## src/hw/rtl/ppmd_pkg.sv

```systemverilog
`default_nettype none
package ppmd_pkg;

  // result kinds
  localparam logic [1:0] KIND_HEADER = 2'd0;
  localparam logic [1:0] KIND_PIXEL  = 2'd1;
  localparam logic [1:0] KIND_STATUS = 2'd2;

  // final status codes
  localparam logic [2:0] ST_OK     = 3'd0;
  localparam logic [2:0] ST_MAGIC  = 3'd1;
  localparam logic [2:0] ST_HEADER = 3'd2;
  localparam logic [2:0] ST_P3     = 3'd3;
  localparam logic [2:0] ST_P6     = 3'd4;

  // characters of interest
  localparam logic [7:0] CH_P    = 8'h50;
  localparam logic [7:0] CH_3    = 8'h33;
  localparam logic [7:0] CH_6    = 8'h36;
  localparam logic [7:0] CH_0    = 8'h30;
  localparam logic [7:0] CH_9    = 8'h39;
  localparam logic [7:0] CH_HASH = 8'h23;
  localparam logic [7:0] CH_LF   = 8'h0a;
  localparam logic [7:0] CH_TAB  = 8'h09;
  localparam logic [7:0] CH_VT   = 8'h0b;
  localparam logic [7:0] CH_FF   = 8'h0c;
  localparam logic [7:0] CH_CR   = 8'h0d;
  localparam logic [7:0] CH_SP   = 8'h20;

  localparam logic [7:0] SAMPLE_MAX = 8'd255;

  // queue entry kinds between parser and scaler
  typedef enum logic [1:0] {
    ENT_SAMPLE,
    ENT_HEADER,
    ENT_STATUS
  } ent_kind_t;

  typedef struct packed {
    ent_kind_t   etype;
    logic [2:0]  status;
    logic [15:0] width;
    logic [15:0] height;
    logic [7:0]  sample;
    logic [1:0]  chan;
    logic [7:0]  maxv;
    logic        last;
  } entry_t;

  function automatic logic is_space(input logic [7:0] c);
    return c == CH_SP || c == CH_TAB || c == CH_LF || c == CH_VT ||
           c == CH_FF || c == CH_CR;
  endfunction

endpackage
`default_nettype wire

```

## src/hw/rtl/ppmd_queue.sv

```systemverilog
`default_nettype none
module ppmd_queue (
  input  wire logic            clk,
  input  wire logic            rst,
  input  wire logic            push,
  input  wire ppmd_pkg::entry_t push_data,
  input  wire logic            pop,
  output ppmd_pkg::entry_t     head,
  output logic                 full,
  output logic                 empty
);

  localparam int DEPTH = 4;
  localparam int AW    = $clog2(DEPTH);

  ppmd_pkg::entry_t mem [DEPTH];
  logic [AW-1:0] wr_ptr;
  logic [AW-1:0] rd_ptr;
  logic [AW:0]   count;

  assign full  = count == (AW+1)'(DEPTH);
  assign empty = count == '0;
  assign head  = mem[rd_ptr];

  // storage
  always_ff @(posedge clk) begin
    if (push && !full) begin
      mem[wr_ptr] <= push_data;
    end
  end

  // pointers and fill count
  always_ff @(posedge clk) begin
    if (rst) begin
      wr_ptr <= '0;
      rd_ptr <= '0;
      count  <= '0;
    end else begin
      if (push && !full) wr_ptr <= wr_ptr + 1'b1;
      if (pop && !empty) rd_ptr <= rd_ptr + 1'b1;
      unique case ({push && !full, pop && !empty})
        2'b10:   count <= count + 1'b1;
        2'b01:   count <= count - 1'b1;
        default: count <= count;
      endcase
    end
  end

endmodule
`default_nettype wire

```

## src/hw/rtl/ppmd_front.sv

```systemverilog
`default_nettype none
module ppmd_front #(
  parameter int DIM_BITS = 16
) (
  input  wire logic             clk,
  input  wire logic             rst,
  input  wire logic             byte_valid,
  output logic                  byte_stall,
  input  wire logic [7:0]       data_byte,
  input  wire logic             end_of_file,
  output logic                  push,
  output ppmd_pkg::entry_t      push_data,
  input  wire logic             q_full
);

  localparam int TW = DIM_BITS + 1;
  localparam logic [TW-1:0] CAP = TW'(1) << DIM_BITS;

  typedef enum logic [2:0] {
    PH_MAGIC, PH_WIDTH, PH_HEIGHT, PH_MAXVAL, PH_P3DATA, PH_P6SKIP, PH_P6DATA, PH_FINISHED
  } phase_t;

  phase_t              phase, phase_next;
  logic                in_comment, in_comment_next;
  logic [TW-1:0]       tv, tv_next;
  logic [2:0]          tl, tl_next;
  logic                tb, tb_next;
  logic                bf, bf_next;
  logic [DIM_BITS-1:0] sw, sw_next;
  logic [DIM_BITS-1:0] sh, sh_next;
  logic [7:0]          ms, ms_next;
  logic [DIM_BITS-1:0] col, col_next;
  logic [DIM_BITS-1:0] row, row_next;
  logic [1:0]          ch, ch_next;
  logic                pend_valid;
  ppmd_pkg::entry_t    pend;
  ppmd_pkg::entry_t    ents [2];
  logic [1:0]          n;
  logic                accept;
  logic [DIM_BITS+15:0] wext;
  logic [DIM_BITS+15:0] hext;
  logic [TW+3:0]       acc;

  assign accept     = byte_valid && !byte_stall;
  assign byte_stall = pend_valid || q_full;
  assign wext       = {16'b0, sw};
  assign hext       = {16'b0, sh};
  assign acc        = {tv, 3'b0} + {2'b0, tv, 1'b0} + (TW+4)'(data_byte - ppmd_pkg::CH_0);

  // byte parser: dispatch, token close, sample, end of file
  always_comb begin
    logic             fin;
    logic             samp;
    logic [7:0]       sv;
    logic [TW-1:0]    v;
    logic             bad;
    logic [2:0]       len;
    ppmd_pkg::entry_t e;

    phase_next = phase; in_comment_next = in_comment;
    tv_next = tv; tl_next = tl; tb_next = tb; bf_next = bf;
    sw_next = sw; sh_next = sh; ms_next = ms;
    col_next = col; row_next = row; ch_next = ch;
    n = 2'd0; fin = 1'b0; samp = 1'b0; sv = data_byte;
    v = '0; bad = 1'b0; len = '0;
    e = '0;
    ents[0] = '0; ents[1] = '0;

    if (phase == PH_FINISHED) begin
      fin = 1'b0;
    end else if (phase == PH_P6DATA) begin
      samp = 1'b1;
    end else if (in_comment) begin
      if (data_byte == ppmd_pkg::CH_LF) in_comment_next = 1'b0;
    end else if (phase == PH_P6SKIP) begin
      if (data_byte == ppmd_pkg::CH_HASH) begin
        in_comment_next = 1'b1;
      end else if (!ppmd_pkg::is_space(data_byte)) begin
        phase_next = PH_P6DATA;
        samp = 1'b1;
      end
    end else if (ppmd_pkg::is_space(data_byte) || data_byte == ppmd_pkg::CH_HASH) begin
      if (tl != '0) fin = 1'b1;
      if (data_byte == ppmd_pkg::CH_HASH) in_comment_next = 1'b1;
    end else begin
      // token character
      if (phase == PH_MAGIC) begin
        if (tl == 3'd0 && data_byte != ppmd_pkg::CH_P) tb_next = 1'b1;
        if (tl == 3'd1) begin
          if (data_byte == ppmd_pkg::CH_3) bf_next = 1'b0;
          else if (data_byte == ppmd_pkg::CH_6) bf_next = 1'b1;
          else tb_next = 1'b1;
        end
      end else if (data_byte >= ppmd_pkg::CH_0 && data_byte <= ppmd_pkg::CH_9) begin
        tv_next = (acc > (TW+4)'(CAP)) ? CAP : acc[TW-1:0];
      end else begin
        tb_next = 1'b1;
      end
      if (tl != 3'd7) tl_next = tl + 3'd1;
    end

    // token left open by the final byte
    if (end_of_file && phase_next <= PH_P3DATA && tl_next != '0) fin = 1'b1;

    if (fin) begin
      v = tv_next; bad = tb_next; len = tl_next;
      tv_next = '0; tl_next = '0; tb_next = 1'b0;
      e = '0;
      e.etype = ppmd_pkg::ENT_STATUS;
      unique case (phase_next)
        PH_MAGIC: begin
          if (bad || len != 3'd2) begin
            e.status = ppmd_pkg::ST_MAGIC; ents[n[0]] = e; n = n + 2'd1;
            phase_next = PH_FINISHED;
          end else phase_next = PH_WIDTH;
        end
        PH_WIDTH: begin
          if (bad || v == '0 || v[DIM_BITS]) begin
            e.status = ppmd_pkg::ST_HEADER; ents[n[0]] = e; n = n + 2'd1;
            phase_next = PH_FINISHED;
          end else begin
            sw_next = v[DIM_BITS-1:0]; phase_next = PH_HEIGHT;
          end
        end
        PH_HEIGHT: begin
          if (bad || v == '0 || v[DIM_BITS]) begin
            e.status = ppmd_pkg::ST_HEADER; ents[n[0]] = e; n = n + 2'd1;
            phase_next = PH_FINISHED;
          end else begin
            sh_next = v[DIM_BITS-1:0]; phase_next = PH_MAXVAL;
          end
        end
        PH_MAXVAL: begin
          if (bad || v == '0 || v > TW'(ppmd_pkg::SAMPLE_MAX)) begin
            e.status = ppmd_pkg::ST_HEADER; ents[n[0]] = e; n = n + 2'd1;
            phase_next = PH_FINISHED;
          end else begin
            ms_next = v[7:0];
            col_next = '0; row_next = '0; ch_next = '0;
            e.etype = ppmd_pkg::ENT_HEADER;
            e.width = wext[15:0]; e.height = hext[15:0];
            ents[n[0]] = e; n = n + 2'd1;
            phase_next = bf_next ? PH_P6SKIP : PH_P3DATA;
          end
        end
        PH_P3DATA: begin
          if (bad || v > TW'(ms)) begin
            e.status = ppmd_pkg::ST_P3; ents[n[0]] = e; n = n + 2'd1;
            phase_next = PH_FINISHED;
          end else begin
            samp = 1'b1; sv = v[7:0];
          end
        end
        default: fin = 1'b1;
      endcase
    end

    // one colour sample: the scaler keeps red and green until blue comes
    if (samp) begin
      e = '0;
      e.etype = ppmd_pkg::ENT_SAMPLE;
      e.sample = sv; e.chan = ch_next; e.maxv = ms_next;
      ents[n[0]] = e; n = n + 2'd1;
      if (ch_next == 2'd2) begin
        ch_next = '0;
        if (col == sw - 1'b1 && row == sh - 1'b1) begin
          phase_next = PH_FINISHED;
          e = '0;
          e.etype = ppmd_pkg::ENT_STATUS; e.status = ppmd_pkg::ST_OK;
          ents[n[0]] = e; n = n + 2'd1;
        end else if (col == sw - 1'b1) begin
          col_next = '0; row_next = row + 1'b1;
        end else begin
          col_next = col + 1'b1;
        end
      end else begin
        ch_next = ch_next + 2'd1;
      end
    end

    // short stream and return to reset
    if (end_of_file) begin
      if (phase_next != PH_FINISHED) begin
        e = '0;
        e.etype = ppmd_pkg::ENT_STATUS;
        priority if (phase_next == PH_MAGIC) e.status = ppmd_pkg::ST_MAGIC;
        else if (phase_next <= PH_MAXVAL) e.status = ppmd_pkg::ST_HEADER;
        else if (phase_next == PH_P3DATA) e.status = ppmd_pkg::ST_P3;
        else e.status = ppmd_pkg::ST_P6;
        ents[n[0]] = e; n = n + 2'd1;
      end
      phase_next = PH_MAGIC; in_comment_next = 1'b0;
      tv_next = '0; tl_next = '0; tb_next = 1'b0; bf_next = 1'b0;
      sw_next = '0; sh_next = '0; ms_next = '0;
      col_next = '0; row_next = '0; ch_next = '0;
    end

    if (n == 2'd1) ents[0].last = 1'b1;
    if (n == 2'd2) ents[1].last = 1'b1;
  end

  assign push      = pend_valid ? !q_full : (accept && n != 2'd0);
  assign push_data = pend_valid ? pend : ents[0];

  // state and second-entry holding register
  always_ff @(posedge clk) begin
    if (rst) begin
      phase <= PH_MAGIC; in_comment <= 1'b0;
      tv <= '0; tl <= '0; tb <= 1'b0; bf <= 1'b0;
      sw <= '0; sh <= '0; ms <= '0;
      col <= '0; row <= '0; ch <= '0;
      pend_valid <= 1'b0;
    end else begin
      if (pend_valid && !q_full) pend_valid <= 1'b0;
      if (accept) begin
        phase <= phase_next; in_comment <= in_comment_next;
        tv <= tv_next; tl <= tl_next; tb <= tb_next; bf <= bf_next;
        sw <= sw_next; sh <= sh_next; ms <= ms_next;
        col <= col_next; row <= row_next; ch <= ch_next;
        if (n == 2'd2) pend_valid <= 1'b1;
      end
    end
  end

  always_ff @(posedge clk) begin
    if (accept) pend <= ents[1];
  end

endmodule
`default_nettype wire

```

## src/hw/rtl/ppmd_back.sv

```systemverilog
`default_nettype none
module ppmd_back (
  input  wire logic             clk,
  input  wire logic             rst,
  input  wire ppmd_pkg::entry_t head,
  input  wire logic             q_empty,
  output logic                  pop,
  output logic                  result_valid,
  input  wire logic             result_stall,
  output logic [1:0]            kind,
  output logic [2:0]            status,
  output logic [15:0]           image_width,
  output logic [15:0]           image_height,
  output logic [7:0]            red,
  output logic [7:0]            green,
  output logic [7:0]            blue,
  output logic                  last
);

  typedef enum logic [1:0] {B_IDLE, B_DIV, B_OUT} bstate_t;

  bstate_t    state;
  logic [7:0] rem;
  logic [7:0] lo;
  logic [7:0] divisor;
  logic [2:0] cnt;
  logic [1:0] chan;
  logic       last_r;
  logic [7:0] held_red;
  logic [7:0] held_green;

  logic        direct;
  logic [15:0] numer;
  logic [8:0]  trial;
  logic        ge;
  logic [7:0]  rem_next;
  logic [7:0]  lo_next;
  logic        fin_now;
  logic [7:0]  fin_q;
  logic [1:0]  cur_chan;
  logic        cur_last;

  assign pop          = state == B_IDLE && !q_empty;
  assign result_valid = state == B_OUT;

  // samples at or above maxval scale to full range; else v*255 + m/2
  assign direct = head.sample >= head.maxv;
  assign numer  = {head.sample, 8'b0} - {8'b0, head.sample} + {9'b0, head.maxv[7:1]};

  // one restoring division step
  assign trial    = {rem, lo[7]};
  assign ge       = trial >= {1'b0, divisor};
  assign rem_next = ge ? 8'(trial - {1'b0, divisor}) : trial[7:0];
  assign lo_next  = {lo[6:0], ge};

  assign fin_now  = (pop && head.etype == ppmd_pkg::ENT_SAMPLE && direct) ||
                    (state == B_DIV && cnt == 3'd7);
  assign fin_q    = (state == B_IDLE) ? ppmd_pkg::SAMPLE_MAX : lo_next;
  assign cur_chan = (state == B_IDLE) ? head.chan : chan;
  assign cur_last = (state == B_IDLE) ? head.last : last_r;

  // sequencer with output register
  always_ff @(posedge clk) begin
    if (rst) begin
      state <= B_IDLE;
    end else begin
      unique case (state)
        B_IDLE: begin
          if (pop) begin
            unique case (head.etype)
              ppmd_pkg::ENT_HEADER, ppmd_pkg::ENT_STATUS: state <= B_OUT;
              default: begin
                if (!direct) state <= B_DIV;
                else if (head.chan == 2'd2) state <= B_OUT;
                else state <= B_IDLE;
              end
            endcase
          end
        end
        B_DIV: begin
          if (cnt == 3'd7) state <= (chan == 2'd2) ? B_OUT : B_IDLE;
        end
        default: begin
          if (!result_stall) state <= B_IDLE;
        end
      endcase
    end
  end

  // datapath
  always_ff @(posedge clk) begin
    if (pop) begin
      chan    <= head.chan;
      last_r  <= head.last;
      divisor <= head.maxv;
      rem     <= numer[15:8];
      lo      <= numer[7:0];
      cnt     <= '0;
      if (head.etype != ppmd_pkg::ENT_SAMPLE) begin
        kind         <= (head.etype == ppmd_pkg::ENT_HEADER) ? ppmd_pkg::KIND_HEADER
                                                             : ppmd_pkg::KIND_STATUS;
        status       <= head.status;
        image_width  <= head.width;
        image_height <= head.height;
        red          <= '0;
        green        <= '0;
        blue         <= '0;
        last         <= head.last;
      end
    end else if (state == B_DIV) begin
      rem <= rem_next;
      lo  <= lo_next;
      cnt <= cnt + 3'd1;
    end
    if (fin_now) begin
      unique case (cur_chan)
        2'd0: held_red   <= fin_q;
        2'd1: held_green <= fin_q;
        default: begin
          kind         <= ppmd_pkg::KIND_PIXEL;
          status       <= ppmd_pkg::ST_OK;
          image_width  <= '0;
          image_height <= '0;
          red          <= held_red;
          green        <= held_green;
          blue         <= fin_q;
          last         <= cur_last;
        end
      endcase
    end
  end

endmodule
`default_nettype wire

```

## src/hw/rtl/ppm_stream_decoder_core.sv

```systemverilog
`default_nettype none
// PPM stream decoder. Feed the file one byte per beat with end_of_file on its
// final byte; the block returns one header result if the header is valid, one
// pixel result per three samples (scaled to 0..255) and exactly one final
// status result per file. If an error status arrives, drop the pixels already
// taken for that file. The parser stalls bytes while a second result from one
// byte waits for the queue or while the 4-entry queue is full. A sample at or
// above maxval is scaled when taken; other samples go through the 8-step
// restoring divider, and the scaler takes no new entry until it ends. Header
// and status results are registered and held until the receiver takes them.
module ppm_stream_decoder_core #(
  parameter int DIM_BITS = 16
) (
  input  wire logic        clk,
  input  wire logic        rst,
  input  wire logic        byte_valid,
  output logic             byte_stall,
  input  wire logic [7:0]  data_byte,
  input  wire logic        end_of_file,
  output logic             result_valid,
  input  wire logic        result_stall,
  output logic [1:0]       kind,
  output logic [2:0]       status,
  output logic [15:0]      image_width,
  output logic [15:0]      image_height,
  output logic [7:0]       red,
  output logic [7:0]       green,
  output logic [7:0]       blue,
  output logic             last
);

  ppmd_pkg::entry_t push_data;
  ppmd_pkg::entry_t head;
  logic push, pop, q_full, q_empty;

  ppmd_front #(.DIM_BITS(DIM_BITS)) u_front (
    .clk, .rst, .byte_valid, .byte_stall, .data_byte, .end_of_file,
    .push, .push_data, .q_full
  );

  ppmd_queue u_queue (
    .clk, .rst, .push, .push_data, .pop, .head, .full(q_full), .empty(q_empty)
  );

  ppmd_back u_back (
    .clk, .rst, .head, .q_empty, .pop, .result_valid, .result_stall,
    .kind, .status, .image_width, .image_height, .red, .green, .blue, .last
  );

endmodule
`default_nettype wire

```

## config.mk

```make
export PLATFORM = sky130hd
export DESIGN_NAME = ppm_stream_decoder_core
export DESIGN_NICKNAME = d
export VERILOG_FILES = /design/src/hw/rtl/ppmd_pkg.sv /design/src/hw/rtl/ppmd_queue.sv /design/src/hw/rtl/ppmd_front.sv /design/src/hw/rtl/ppmd_back.sv /design/src/hw/rtl/ppm_stream_decoder_core.sv
export SDC_FILE = /design/constraint.sdc
export NUM_CORES = 1
export LEC_CHECK = 0
export BUFFER_PORTS_ARGS = -buffer_cell sky130_fd_sc_hd__clkbuf_2
export CAP_MARGIN = 10
export CORE_MARGIN = 2
export CORE_UTILIZATION = 63
export CTS_BUF_LIST = sky130_fd_sc_hd__clkbuf_16
export DETAILED_ROUTE_END_ITERATION = 6
export PLACE_DENSITY_LB_ADDON = 0.25
export SYNTH_ARGS = -nofsm -noshare
export SYNTH_HDL_FRONTEND = slang
export SYNTH_SLANG_ARGS = --single-unit
```

## constraint.sdc

```tcl
create_clock -name clk -period 13.7 [get_ports clk]
set_input_delay 2.055 -clock clk [delete_from_list [all_inputs] [get_ports clk]]
set_output_delay 2.055 -clock clk [all_outputs]
set_load 0.02 [all_outputs]
```

==> summary.md, run 1 <==
| Metric | Value |
|---|---|
| Outcome | `finished, final reports clean` |
| Violation count after the first detailed-routing iteration | `1,643` |
| Placement row count | `70` |
| Unrepaired setup endpoints after global routing | `false` |
| Post-route non-filler standard cell count | `2,712` |
| Number of top-level pins | `77` |
| Gates resized, CTS repair | `0` |
| CP Max Fanout | `34` |
| Critical Path Source | `data_byte[4]` |
| Final estimated routing congestion in global placement | `0.938` |
| Wire length after detailed routing | `56,900 um` |
| Layout overhead on the synthesized area | `9.25%` |
| Number of hold violations in the final report | `0` |
| Clock Root Buffer | `sky130_fd_sc_hd__clkbuf_16` |
| Terminus of the critical flop-to-flop path | `u_queue.mem[3][36]` |
| TritonCTS clock tree | `done` |
| Total number of yosys warnings | `0` |
| Post-CTS setup buffer count | `0` |
| Total via count after detailed routing | `17,300` |
| Number of enable-type register cells in the synthesized netlist | `290` |
| Leak pwr | `9.76 nW` |
| Worst-case vdd ir drop | `0.000101 V` |
| Fraction of layout instances using a drive strength above 1 | `0.124` |
| Family with the most delay on the worst path | `compound AO/OA/AOI/OAI gates` |
| Class of the tightest hold or removal check | `flop to flop` |
| Unique masters post-synth | `96` |
| Compound-Gate Fraction of Synth Area | `0.135` |
| Number of buffers created by CTS | `45` |
| Setup TNS | `0 ns` |
| Antenna diode count | `0` |
| Leftover overflow at the end of global routing | `0` |
| Pin count of the biggest net entering global routing | `92` |
| First-pass DRT Iterations | `5` |
| Post-synthesis mux area share | `0.0802` |
| Largest family of logic cells by synthesized area | `simple AND/OR/NAND/NOR gates` |
| Final net count | `2,314` |
| Number of buffers inserted by hold repair at cts | `0` |
| Post-layout minimum cycle time | `11.06 ns` |
| Largest stage delay on the critical path | `0.82 ns` |
| Adder-Cell Fraction of Synth Area | `0.0557` |
| Share of synthesized cell area in and, or, nand and nor gates | `0.149` |
| Maxcap violations | `0` |
| Mean Syn Cell Area | `11.0 um^2` |
| Area of the placeable core | `36,800 um^2` |
| Initial core utilization | `0.643` |
| Fmax | `90.4 MHz` |
| Path type of the worst setup path | `input pin to flop` |
| Crit-path most repeated cell | `sky130_fd_sc_hd__ha_1` |
| Antenna viol nets, final | `0` |
| Chip width | `198 um` |
| Die Ht | `198 um` |
| Number of gates on the worst path with buffers counted | `27` |
| Area share of the largest cell type after synthesis | `0.368` |
| Share of the yosys chip area belonging to registers | `0.518` |
| Wire per inst | `21.0 um` |
| Number of sinks driven by the clock tree | `467` |
| Via-per-instance ratio | `6.37` |
| Number of antenna violations at the first check in global routing | `1` |
| Placed Instances | `2,627` |
| Post-synthesis register bit count | `467` |
| Number of H-tree branching levels | `2` |
| Fraction of synthesis flops using an asynchronous set or reset pin | `0` |
| Cell types with the largest area share after synthesis | `sky130_fd_sc_hd__edfxtp_1 (37%), sky130_fd_sc_hd__dfxtp_1 (15%), sky130_fd_sc_hd__mux4_2 (5.3%)` |
| Reg-to-reg setup timing slack | `4.57 ns` |
| Power consumption | `4.66 mW` |
| Fillcell total | `2,602` |
| Slowest library cell on the worst path | `sky130_fd_sc_hd__and2_2` |
| Measured slew at the worst slew-check pin | `0.978 ns` |
| Critical Path Source Type | `input pin` |
| Power Dens Cells | `180 nW/um^2` |
| Clock tree buffer depth | `3` |
| Top flip-flop cell by instance count after synthesis | `sky130_fd_sc_hd__edfxtp_1` |
| Final worst-path cycle share | `0.807` |
| DIE AREA | `39,100 um^2` |
| First-pass GRT wire length | `90,500 um` |
| Nature of the critical path endpoint | `flop` |
| Max Clock Skew | `0.0257 ns` |
| Detailed placer's ending HPWL | `39,000 um` |
| Clock edge transition at the registers on the reported setup and hold paths | `0.06 ns` |
| Area leader, netlist | `sky130_fd_sc_hd__edfxtp_1` |
| Launching point of the worst reg2reg path | `u_front.tv[0]` |
| Post-route DRC | `0` |
| GRT Util Overall | `0.297` |
| Required time of the worst setup path | `13.96 ns` |
| CP Capture Point | `u_queue.mem[3][36]` |
| Number of global-route vias before repair | `16,800` |
| Post-synthesis instance area | `23,700 um^2` |
| Count of buffering cells on the critical path with inverters included | `4` |
| Worst slew slack as a fraction of its limit | `0.348` |
| Worst hold margin | `0.447 ns` |
| Buffers on Ports | `76` |
| WP data arrival | `11.32 ns` |
| Xor-xnor portion of the synthesized cell area | `0.0267` |
| Number of cells on the worst reg-to-reg path | `25` |
| Setup violations, final | `0` |
| Mapped Cells | `2,159` |
| Insertion delay to the later sink of the worst-skew pair | `0.60 ns` |
| Number of max-slew violations in the final report | `0` |
[metrics by stage]
step	util	setup WS, ns	cell area (um^2)
finish	0.703	2.64	25800
global route	0.703	1.92	25800
CTS	0.702	2.79	25800
detailed placement	0.664	2.21	24400
global placement	0.664	2.45	24400
floorplan	-	3.26	23700
[report_power, final]
part           total (mW)  internal, mW  switching, mW
Combinational        1.55         0.576          0.978
Sequential           1.92          1.81          0.113
Clock                1.18         0.641          0.540
[routing by layer]
metal | GRT usage | vias up | share of wire
met5 | 0 | - | 0
met4 | 0.132 | 0 | 0.042
met3 | 0.0378 | 133 | 0.070
met2 | 0.484 | 685 | 0.47
met1 | 0.402 | 8443 | 0.41
li1 | - | 8010 | -
[kinds of logic after synthesis]
family | Yosys count
simple gates | 717
mux | 119
buf+inv | 214
flops | 467
fa+ha+maj | 94
other cells | 1
xor+xnor | 72
compound gates | 475
[worst register-to-register path, delay by kind of cell (launching register included)]
family                     cells  cell delay (ns)
AOI/OAI and AO/OA             12             4.09
buffers and inverters          4             0.88
DFF                            1             0.39
muxes                          1             0.28
adders and majority gates      3             1.25
and+or+nand+nor                5             1.92
[layout by cell type (no fill, tap or decap), drive strengths merged, types with 33 or more instances in the layout]
cell / instances
a21o: 39
a21oi: 127
a22oi: 35
and2: 52
clkbuf: 120
dfxtp: 177
edfxtp: 290
ha: 75
inv: 116
mux2i: 59
mux4: 56
nand2: 250
nand3: 33
nor2: 163
nor3: 46
o21ai: 102
xnor2: 42
[synth_stat cells, drive strengths merged (9+ instances only)]
| master | count |
|---|---|
| a22o | 26 |
| a211oi | 18 |
| a21oi | 127 |
| nand3b | 12 |
| a21boi | 12 |
| xnor2 | 42 |
| or2 | 14 |
| dfxtp | 177 |
| edfxtp | 290 |
| a21o | 39 |
| o31a | 9 |
| nand2 | 250 |
| nor2b | 15 |
| o21ai | 102 |
| mux2i | 59 |
| nand3 | 33 |
| o211ai | 11 |
| nor3 | 46 |
| nand2b | 21 |
| fa | 19 |
| and2 | 52 |
| and3 | 31 |
| clkbuf | 98 |
| nor4 | 24 |
| inv | 95 |
| o31ai | 16 |
| mux4 | 56 |
| nor2 | 163 |
| buf | 19 |
| a22oi | 35 |
| nand4 | 11 |
| ha | 75 |
| xor2 | 30 |
[layout make-up]
class | instances | area [um^2] | area share
multi-input cells | 1495 | 10700 | 0.413
flip-flops and latches | 467 | 12300 | 0.474
clock buffers | 45 | 1130 | 0.0436
inverters | 97 | 364 | 0.0141
repair buffers | 101 | 583 | 0.0226
clock inverters | 39 | 263 | 0.0102
well taps | 468 | 586 | 0.0227
[worst min path at each step]
stage / startpoint / end / slack, ns / cells past startpoint
after floorplan: u_back.held_green[0] / u_back.green[0] / 0.42 / 2
after global placement: u_back.held_green[1] / u_back.green[1] / 0.43 / 2
after detailed placement: u_back.held_red[7] / u_back.red[7] / 0.43 / 2
after CTS: u_back.held_red[3] / u_back.red[3] / 0.44 / 2
after global routing: u_back.held_red[3] / u_back.red[3] / 0.47 / 2
final: u_back.held_green[7] / u_back.green[7] / 0.45 / 2
[flip-flops by register name, summed over array words and instances, names as in the netlist, 3 cells and up, named ones only]
signal and flops:
u_front.col 16, u_front.ms 8, u_back.divisor 8, u_front.tl 3, u_front.sh 16, u_back.held_red 8
u_front.tv 17, u_front.row 16, u_back.lo 8, u_back.green 8, u_front.sw 16, u_front.pend 23
u_back.blue 8, u_back.red 8, u_queue.count 3, u_back.image_height 16, u_back.status 3, u_back.held_green 8
u_queue.mem 224, u_back.image_width 16, u_front.phase 3, u_back.rem 8, u_back.cnt 3
(Power assumes the default switching activity.)
==> inputs of run 2 (changes only) <==
Clock period 13.7 ns to 11 ns, I/O delays scaled along.
==> summary.md, run 2 (synthesis results as in run 1) <==
| Metric | Value |
|---|---|
| Violation count after the first detailed-routing iteration | `1,520` |
| Number of H-tree branching levels | `2` |
| Highest-count cells in the layout ignoring fill and taps | `sky130_fd_sc_hd__edfxtp_1 (290), sky130_fd_sc_hd__nand2_1 (249), sky130_fd_sc_hd__dfxtp_1 (175), sky130_fd_sc_hd__nor2_1 (161), sky130_fd_sc_hd__a21oi_1 (126)` |
| Switching share of power | `0.349` |
| Buffers on Ports | `76` |
| Final estimated routing congestion in global placement | `0.953` |
| TritonCTS clock tree | `done` |
| Power Dens Cells | `224 nW/um^2` |
| Path type of the worst setup path | `input pin to flop` |
| Wire per inst | `21.5 um` |
| Slowest library cell on the worst path | `sky130_fd_sc_hd__nor4_2` |
| Wire length after detailed routing | `58,500 um` |
| First-pass GRT wire length | `91,700 um` |
| GRT Util Overall | `0.304` |
| Share of total power in combinational logic | `0.329` |
| Seq. cell area | `12,300 um^2` |
| Clock edge transition at the registers on the reported setup and hold paths | `0.06 ns` |
| Multi-input combinational cell area | `10,700 um^2` |
| Internal power consumption | `3.79 mW` |
| Post-CTS setup buffer count | `0` |
| Initial core utilization | `0.643` |
| Number of antenna violations at the first check in global routing | `0` |
| CP Max Fanout | `12` |
| Area of the placeable core | `36,800 um^2` |
| Worst slew slack as a fraction of its limit | `0.216` |
| Post-route DRC | `0` |
| Die Ht | `198 um` |
| Fmax | `98.4 MHz` |
| Biggest register | `u_queue.mem` |
| Pin count of the biggest net entering global routing | `88` |
| Gates resized, CTS repair | `0` |
| Maxcap violations | `0` |
| Chip width | `198 um` |
| Required time of the worst setup path | `11.52 ns` |
| Nature of the critical path endpoint | `flop` |
| Critical Path Source Type | `input pin` |
| Clock Root Buffer | `sky130_fd_sc_hd__clkbuf_16` |
| Unrepaired setup endpoints after global routing | `false` |
| Placed Instances | `2,636` |
| Final net count | `2,323` |
| Setup violations, final | `0` |
| Part of the power in registers | `0.412` |
| Largest stage delay on the critical path | `0.57 ns` |
| Max Clock Skew | `0.0410 ns` |
| Measured slew at the worst slew-check pin | `1.18 ns` |
| Fraction of layout instances using a drive strength above 1 | `0.129` |
| Outcome | `finished, final reports clean` |
| Power dissipated by switching net loads | `2.04 mW` |
| Placement row count | `70` |
| Number of buffers created by CTS | `46` |
| Via-per-instance ratio | `6.33` |
| Most frequent standard cell in the layout excluding fill and tap cells | `sky130_fd_sc_hd__edfxtp_1` |
| Registers with the most flip-flops | `u_queue.mem x224, u_front.pend x23, u_front.tv x17` |
| Number of sinks driven by the clock tree | `467` |
| Fillcell total | `2,616` |
| First-pass DRT Iterations | `6` |
| Number of hold violations in the final report | `0` |
| Clock tree buffer depth | `3` |
| Flip-flop count of the largest register, all copies and words added | `224` |
| Leftover overflow at the end of global routing | `0` |
| Number of top-level pins | `77` |
| Detailed placer's ending HPWL | `40,000 um` |
| DIE AREA | `39,100 um^2` |
| Number of max-slew violations in the final report | `0` |
| Total via count after detailed routing | `17,200` |
| Core utilization of the finished layout | `0.706` |
| Pre-CTS setup slack | `0.455 ns` |
| Leak pwr | `9.81 nW` |
| Insertion delay to the later sink of the worst-skew pair | `0.60 ns` |
| Antenna viol nets, final | `0` |
| Antenna diode count | `0` |
| Clock network power share | `0.258` |
| Worst-case vdd ir drop | `0.000187 V` |
| Class of the tightest hold or removal check | `flop to flop` |
| Setup TNS | `0 ns` |
| Layout overhead on the synthesized area | `9.84%` |
| Worst setup margin | `0.835 ns` |
| Post-layout minimum cycle time | `10.17 ns` |
| Number of global-route vias before repair | `16,900` |
| Number of buffers inserted by hold repair at cts | `0` |
| Final worst-path cycle share | `0.924` |
| Post-route non-filler standard cell count | `2,722` |
| WP data arrival | `10.69 ns` |
-- run 2: final timing paths --
kind / from / to / slack, ns / depth (start not counted)
worst max register to register: u_front.tv[0] / u_queue.count[2] / 2.25 / 37
worst max-delay path: data_byte[4] / u_queue.count[2] / 0.83 / 39
worst min-delay path: u_back.held_red[3] / u_back.red[3] / 0.44 / 2
worst min register to register: u_back.held_red[3] / u_back.red[3] / 0.44 / 2
-- run 2: final cells by class --
| type | count | share of cell area |
|---|---|---|
| Clock inverter | 39 | 0.0107 |
| Timing Repair Buffer | 109 | 0.0252 |
| Multi-Input combinational cell | 1495 | 0.410 |
| Inverter | 97 | 0.0140 |
| Clock buffer | 47 | 0.0453 |
| Tap cell | 468 | 0.0225 |
| Sequential cell | 467 | 0.472 |
-- run 2: power groups by stage --
| stage | Combinational [mW] | Sequential, mW | Clock (mW) |
|---|---|---|---|
| after global placement | 1.84 | 2.41 | 0 |
| final | 1.92 | 2.40 | 1.51 |
| after CTS | 1.93 | 2.40 | 1.52 |
| after floorplan | 1.30 | 2.50 | 0 |
| after global routing | 2.13 | 2.43 | 1.59 |
| after detailed placement | 1.90 | 2.43 | 0 |
-- run 2: critical path, delay by kind of cell --
family / cells / cell delay (ns)
compound gates: 16 / 3.26
xor+xnor: 1 / 0.16
fa+ha+maj: 7 / 2.33
buf+inv: 8 / 1.25
simple gates: 7 / 2.03
-- run 2: per-stage QoR --
step	hold slack (ns)	cell area, um^2	total power, mW
2_1_floorplan	0.418	23700	3.80
5_1_grt	0.457	26000	6.15
6_report	0.444	26000	5.83
3_5_place_dp	0.429	24500	4.33
3_3_place_gp	0.425	24500	4.25
4_1_cts	0.445	26000	5.86
-- run 2: routing by layer --
layer | share of wire | up-vias | track usage
li1 | - | 8032 | -
met1 | 0.41 | 8383 | 0.401
met2 | 0.48 | 678 | 0.502
met3 | 0.066 | 148 | 0.0521
met4 | 0.039 | 0 | 0.125
met5 | 0 | - | 0
==> inputs of run 3 (changes only) <==
Settings changed: SYNTH_HIERARCHICAL set to 1.
==> summary.md, run 3 <==
| Metric | Value |
|---|---|
| Outcome | `finished, final reports clean` |
| Final estimated routing congestion in global placement | `0.956` |
| Met3 demand-to-capacity share in global routing | `0.0443` |
| Area share of the largest cell type after synthesis | `0.366` |
| Number of buffers inserted by hold repair at cts | `0` |
| Slowest library cell on the worst path | `sky130_fd_sc_hd__ha_1` |
| Clock Root Buffer | `sky130_fd_sc_hd__clkbuf_16` |
| Wire length after detailed routing | `60,100 um` |
| Final net count | `2,377` |
| Number of enable-type register cells in the synthesized netlist | `290` |
| Gates resized, CTS repair | `0` |
| Number of hold violations in the final report | `0` |
| Via-per-instance ratio | `6.29` |
| Registers with the most flip-flops | `u_queue/mem x224, u_front/pend x23, u_front/tv x17` |
| First-pass GRT wire length | `94,000 um` |
| Clock edge transition at the registers on the reported setup and hold paths | `0.06 ns` |
| Final std cell area, no fill | `26,300 um^2` |
| Number of global-route vias before repair | `17,200` |
| Number of H-tree branching levels | `2` |
| Max Clock Skew | `0.0350 ns` |
| Fraction of layout instances using a drive strength above 1 | `0.119` |
| Unrepaired setup endpoints after global routing | `false` |
| DIE AREA | `39,400 um^2` |
| Reg-to-reg setup timing slack | `2.13 ns` |
| Worst-case vdd ir drop | `0.000128 V` |
| Required time of the worst setup path | `11.52 ns` |
| Die Ht | `198 um` |
| Cell types with the largest area share after synthesis | `sky130_fd_sc_hd__edfxtp_1 (37%), sky130_fd_sc_hd__dfxtp_1 (15%), sky130_fd_sc_hd__mux4_2 (5.3%)` |
| Class of the tightest hold or removal check | `flop to flop` |
| Antenna viol nets, final | `0` |
| Violation count after the first detailed-routing iteration | `1,485` |
| Fraction of synthesis flops using an asynchronous set or reset pin | `0` |
| Chip width | `198 um` |
| Antenna diode count | `0` |
| Number of buffers created by CTS | `47` |
| Power consumption | `6.24 mW` |
| WP data arrival | `10.89 ns` |
| Critical Path Source Type | `input pin` |
| Wire per inst | `21.3 um` |
| Measured slew at the worst slew-check pin | `1.21 ns` |
| Clock tree buffer depth | `3` |
| Final worst-path cycle share | `0.943` |
| Area leader, netlist | `sky130_fd_sc_hd__edfxtp_1` |
| Pin count of the biggest net entering global routing | `88` |
| First-pass DRT Iterations | `6` |
| Layer carrying the most global-route usage | `met2` |
| Pre-CTS setup slack | `0.184 ns` |
| Crit-path most repeated cell | `sky130_fd_sc_hd__ha_1` |
| Detailed placer's ending HPWL | `40,600 um` |
| Total via count after detailed routing | `17,700` |
| Top flip-flop cell by instance count after synthesis | `sky130_fd_sc_hd__edfxtp_1` |
| CP Max Fanout | `11` |
| Worst slew slack as a fraction of its limit | `0.190` |
| Nature of the critical path endpoint | `flop` |
| Most frequent standard cell in the layout excluding fill and tap cells | `sky130_fd_sc_hd__edfxtp_1` |
| Leftover overflow at the end of global routing | `0` |
| Number of antenna violations at the first check in global routing | `1` |
| Synth cell count leaders | `sky130_fd_sc_hd__edfxtp_1 (290), sky130_fd_sc_hd__nand2_1 (218), sky130_fd_sc_hd__nor2_1 (198)` |
| Worst setup margin | `0.622 ns` |
| Number of max-slew violations in the final report | `0` |
| Leak pwr | `9.78 nW` |
| Setup TNS | `0 ns` |
| Post-Place Cell Area | `24,700 um^2` |
| Placement row count | `71` |
| Number of sinks driven by the clock tree | `467` |
| Flip-flop count of the largest register, all copies and words added | `224` |
| Mean Syn Cell Area | `10.8 um^2` |
| Global-route met1 utilization | `0.407` |
| Biggest register | `u_queue/mem` |
| Highest-count cells in the layout ignoring fill and taps | `sky130_fd_sc_hd__edfxtp_1 (290), sky130_fd_sc_hd__nand2_1 (217), sky130_fd_sc_hd__nor2_1 (197), sky130_fd_sc_hd__dfxtp_1 (175), sky130_fd_sc_hd__a21oi_1 (174)` |
| TritonCTS clock tree | `done` |
| Post-layout minimum cycle time | `10.38 ns` |
| Total number of yosys warnings | `6` |
| Dominant cell by count in the synthesized netlist | `sky130_fd_sc_hd__edfxtp_1` |
| Unique masters post-synth | `94` |
| GRT Util Overall | `0.309` |
| Share of the yosys chip area belonging to registers | `0.515` |
| Post-synthesis instance area | `23,800 um^2` |
| Insertion delay to the later sink of the worst-skew pair | `0.60 ns` |
| Post-CTS setup buffer count | `0` |
| Fmax | `96.4 MHz` |
| Layout overhead on the synthesized area | `10.4%` |
| Largest stage delay on the critical path | `0.49 ns` |
| Initial core utilization | `0.637` |
| Post-route DRC | `0` |
| Area of the placeable core | `37,400 um^2` |
| Setup violations, final | `0` |
| Number of top-level pins | `77` |
| Path type of the worst setup path | `input pin to flop` |
| Met2 GRT Util | `0.514` |
| Mapped Cells | `2,204` |
| Buffers on Ports | `76` |
| Power Dens Cells | `237 nW/um^2` |
| Post-synthesis register bit count | `467` |
| Maxcap violations | `0` |
## run 3: cell types whose count changed in the layout (fill, tap and decap cells not counted), moves of 11 or more
| cell | before | now |
|---|---|---|
| sky130_fd_sc_hd__mux2i_1 | 59 | 43 |
| sky130_fd_sc_hd__o21ai_1 | 2 | 25 |
| sky130_fd_sc_hd__o21ai_0 | 100 | 80 |
| sky130_fd_sc_hd__a32o_1 | 2 | 20 |
| sky130_fd_sc_hd__xor2_1 | 30 | 19 |
| sky130_fd_sc_hd__a21o_1 | 39 | 26 |
| sky130_fd_sc_hd__inv_1 | 103 | 116 |
| sky130_fd_sc_hd__nor2_1 | 161 | 197 |
| sky130_fd_sc_hd__or3_1 | 7 | 20 |
| sky130_fd_sc_hd__a22o_1 | 26 | 8 |
| sky130_fd_sc_hd__o21a_1 | 6 | 17 |
| sky130_fd_sc_hd__nand3_1 | 32 | 43 |
| sky130_fd_sc_hd__nand2_1 | 249 | 217 |
| sky130_fd_sc_hd__a21oi_1 | 126 | 174 |
## run 3: where the power goes
group	internal (mW)	switching [mW]
clock	0.968	0.691
sequential	2.26	0.149
combinational	0.795	1.37
total	4.03	2.21
## run 3: final timing paths
check                     endpoint             from  cells past startpoint
setup / recovery  u_queue/count[2]     data_byte[4]                     39
hold / removal     u_back/green[0]  u_back/green[0]                      2
setup reg to reg  u_queue/count[2]    u_front/tv[5]                     35
hold reg to reg    u_back/green[0]  u_back/green[0]                      2
## run 3: metrics by stage
step / hold slack (ns) / util / instances
after detailed placement: 0.436 / 0.659 / 2732
final: 0.444 / 0.703 / 2820
after global routing: 0.471 / 0.703 / 2820
after floorplan: 0.418 / - / 2221
after CTS: 0.449 / 0.703 / 2820
after global placement: 0.427 / 0.659 / 2732
## run 3: layout make-up
type,instances,area [um^2]
inverters,107,402
clock inverters,40,418
clock buffers,48,1200
repair buffers,110,663
well taps,511,639
multi-input cells,1537,10700
fillers,2679,11100
flip-flops and latches,467,12300
## run 3: critical path: cells and delay by family
family | cells | cell delay, ns
compound gates | 15 | 3.42
fa+ha+maj | 7 | 2.38
simple gates | 10 | 2.39
buf+inv | 6 | 0.86
xor+xnor | 1 | 0.16
## run 3: cell families after synthesis
family,Yosys count,share of synthesized area
AOI/OAI and AO/OA,510,0.140
xor gates and xnor gates,64,0.0235
adders and majority gates,94,0.0554
buffers and inverters,217,0.0399
DFF,467,0.515
muxes,104,0.0734
other,1,0.000157
and+or+nand+nor,747,0.154
## run 3: metal layers
metal	share of wire	wire, um
met5	0	0
met4	0.039	2370
met3	0.067	4040
met2	0.48	29100
met1	0.41	24600
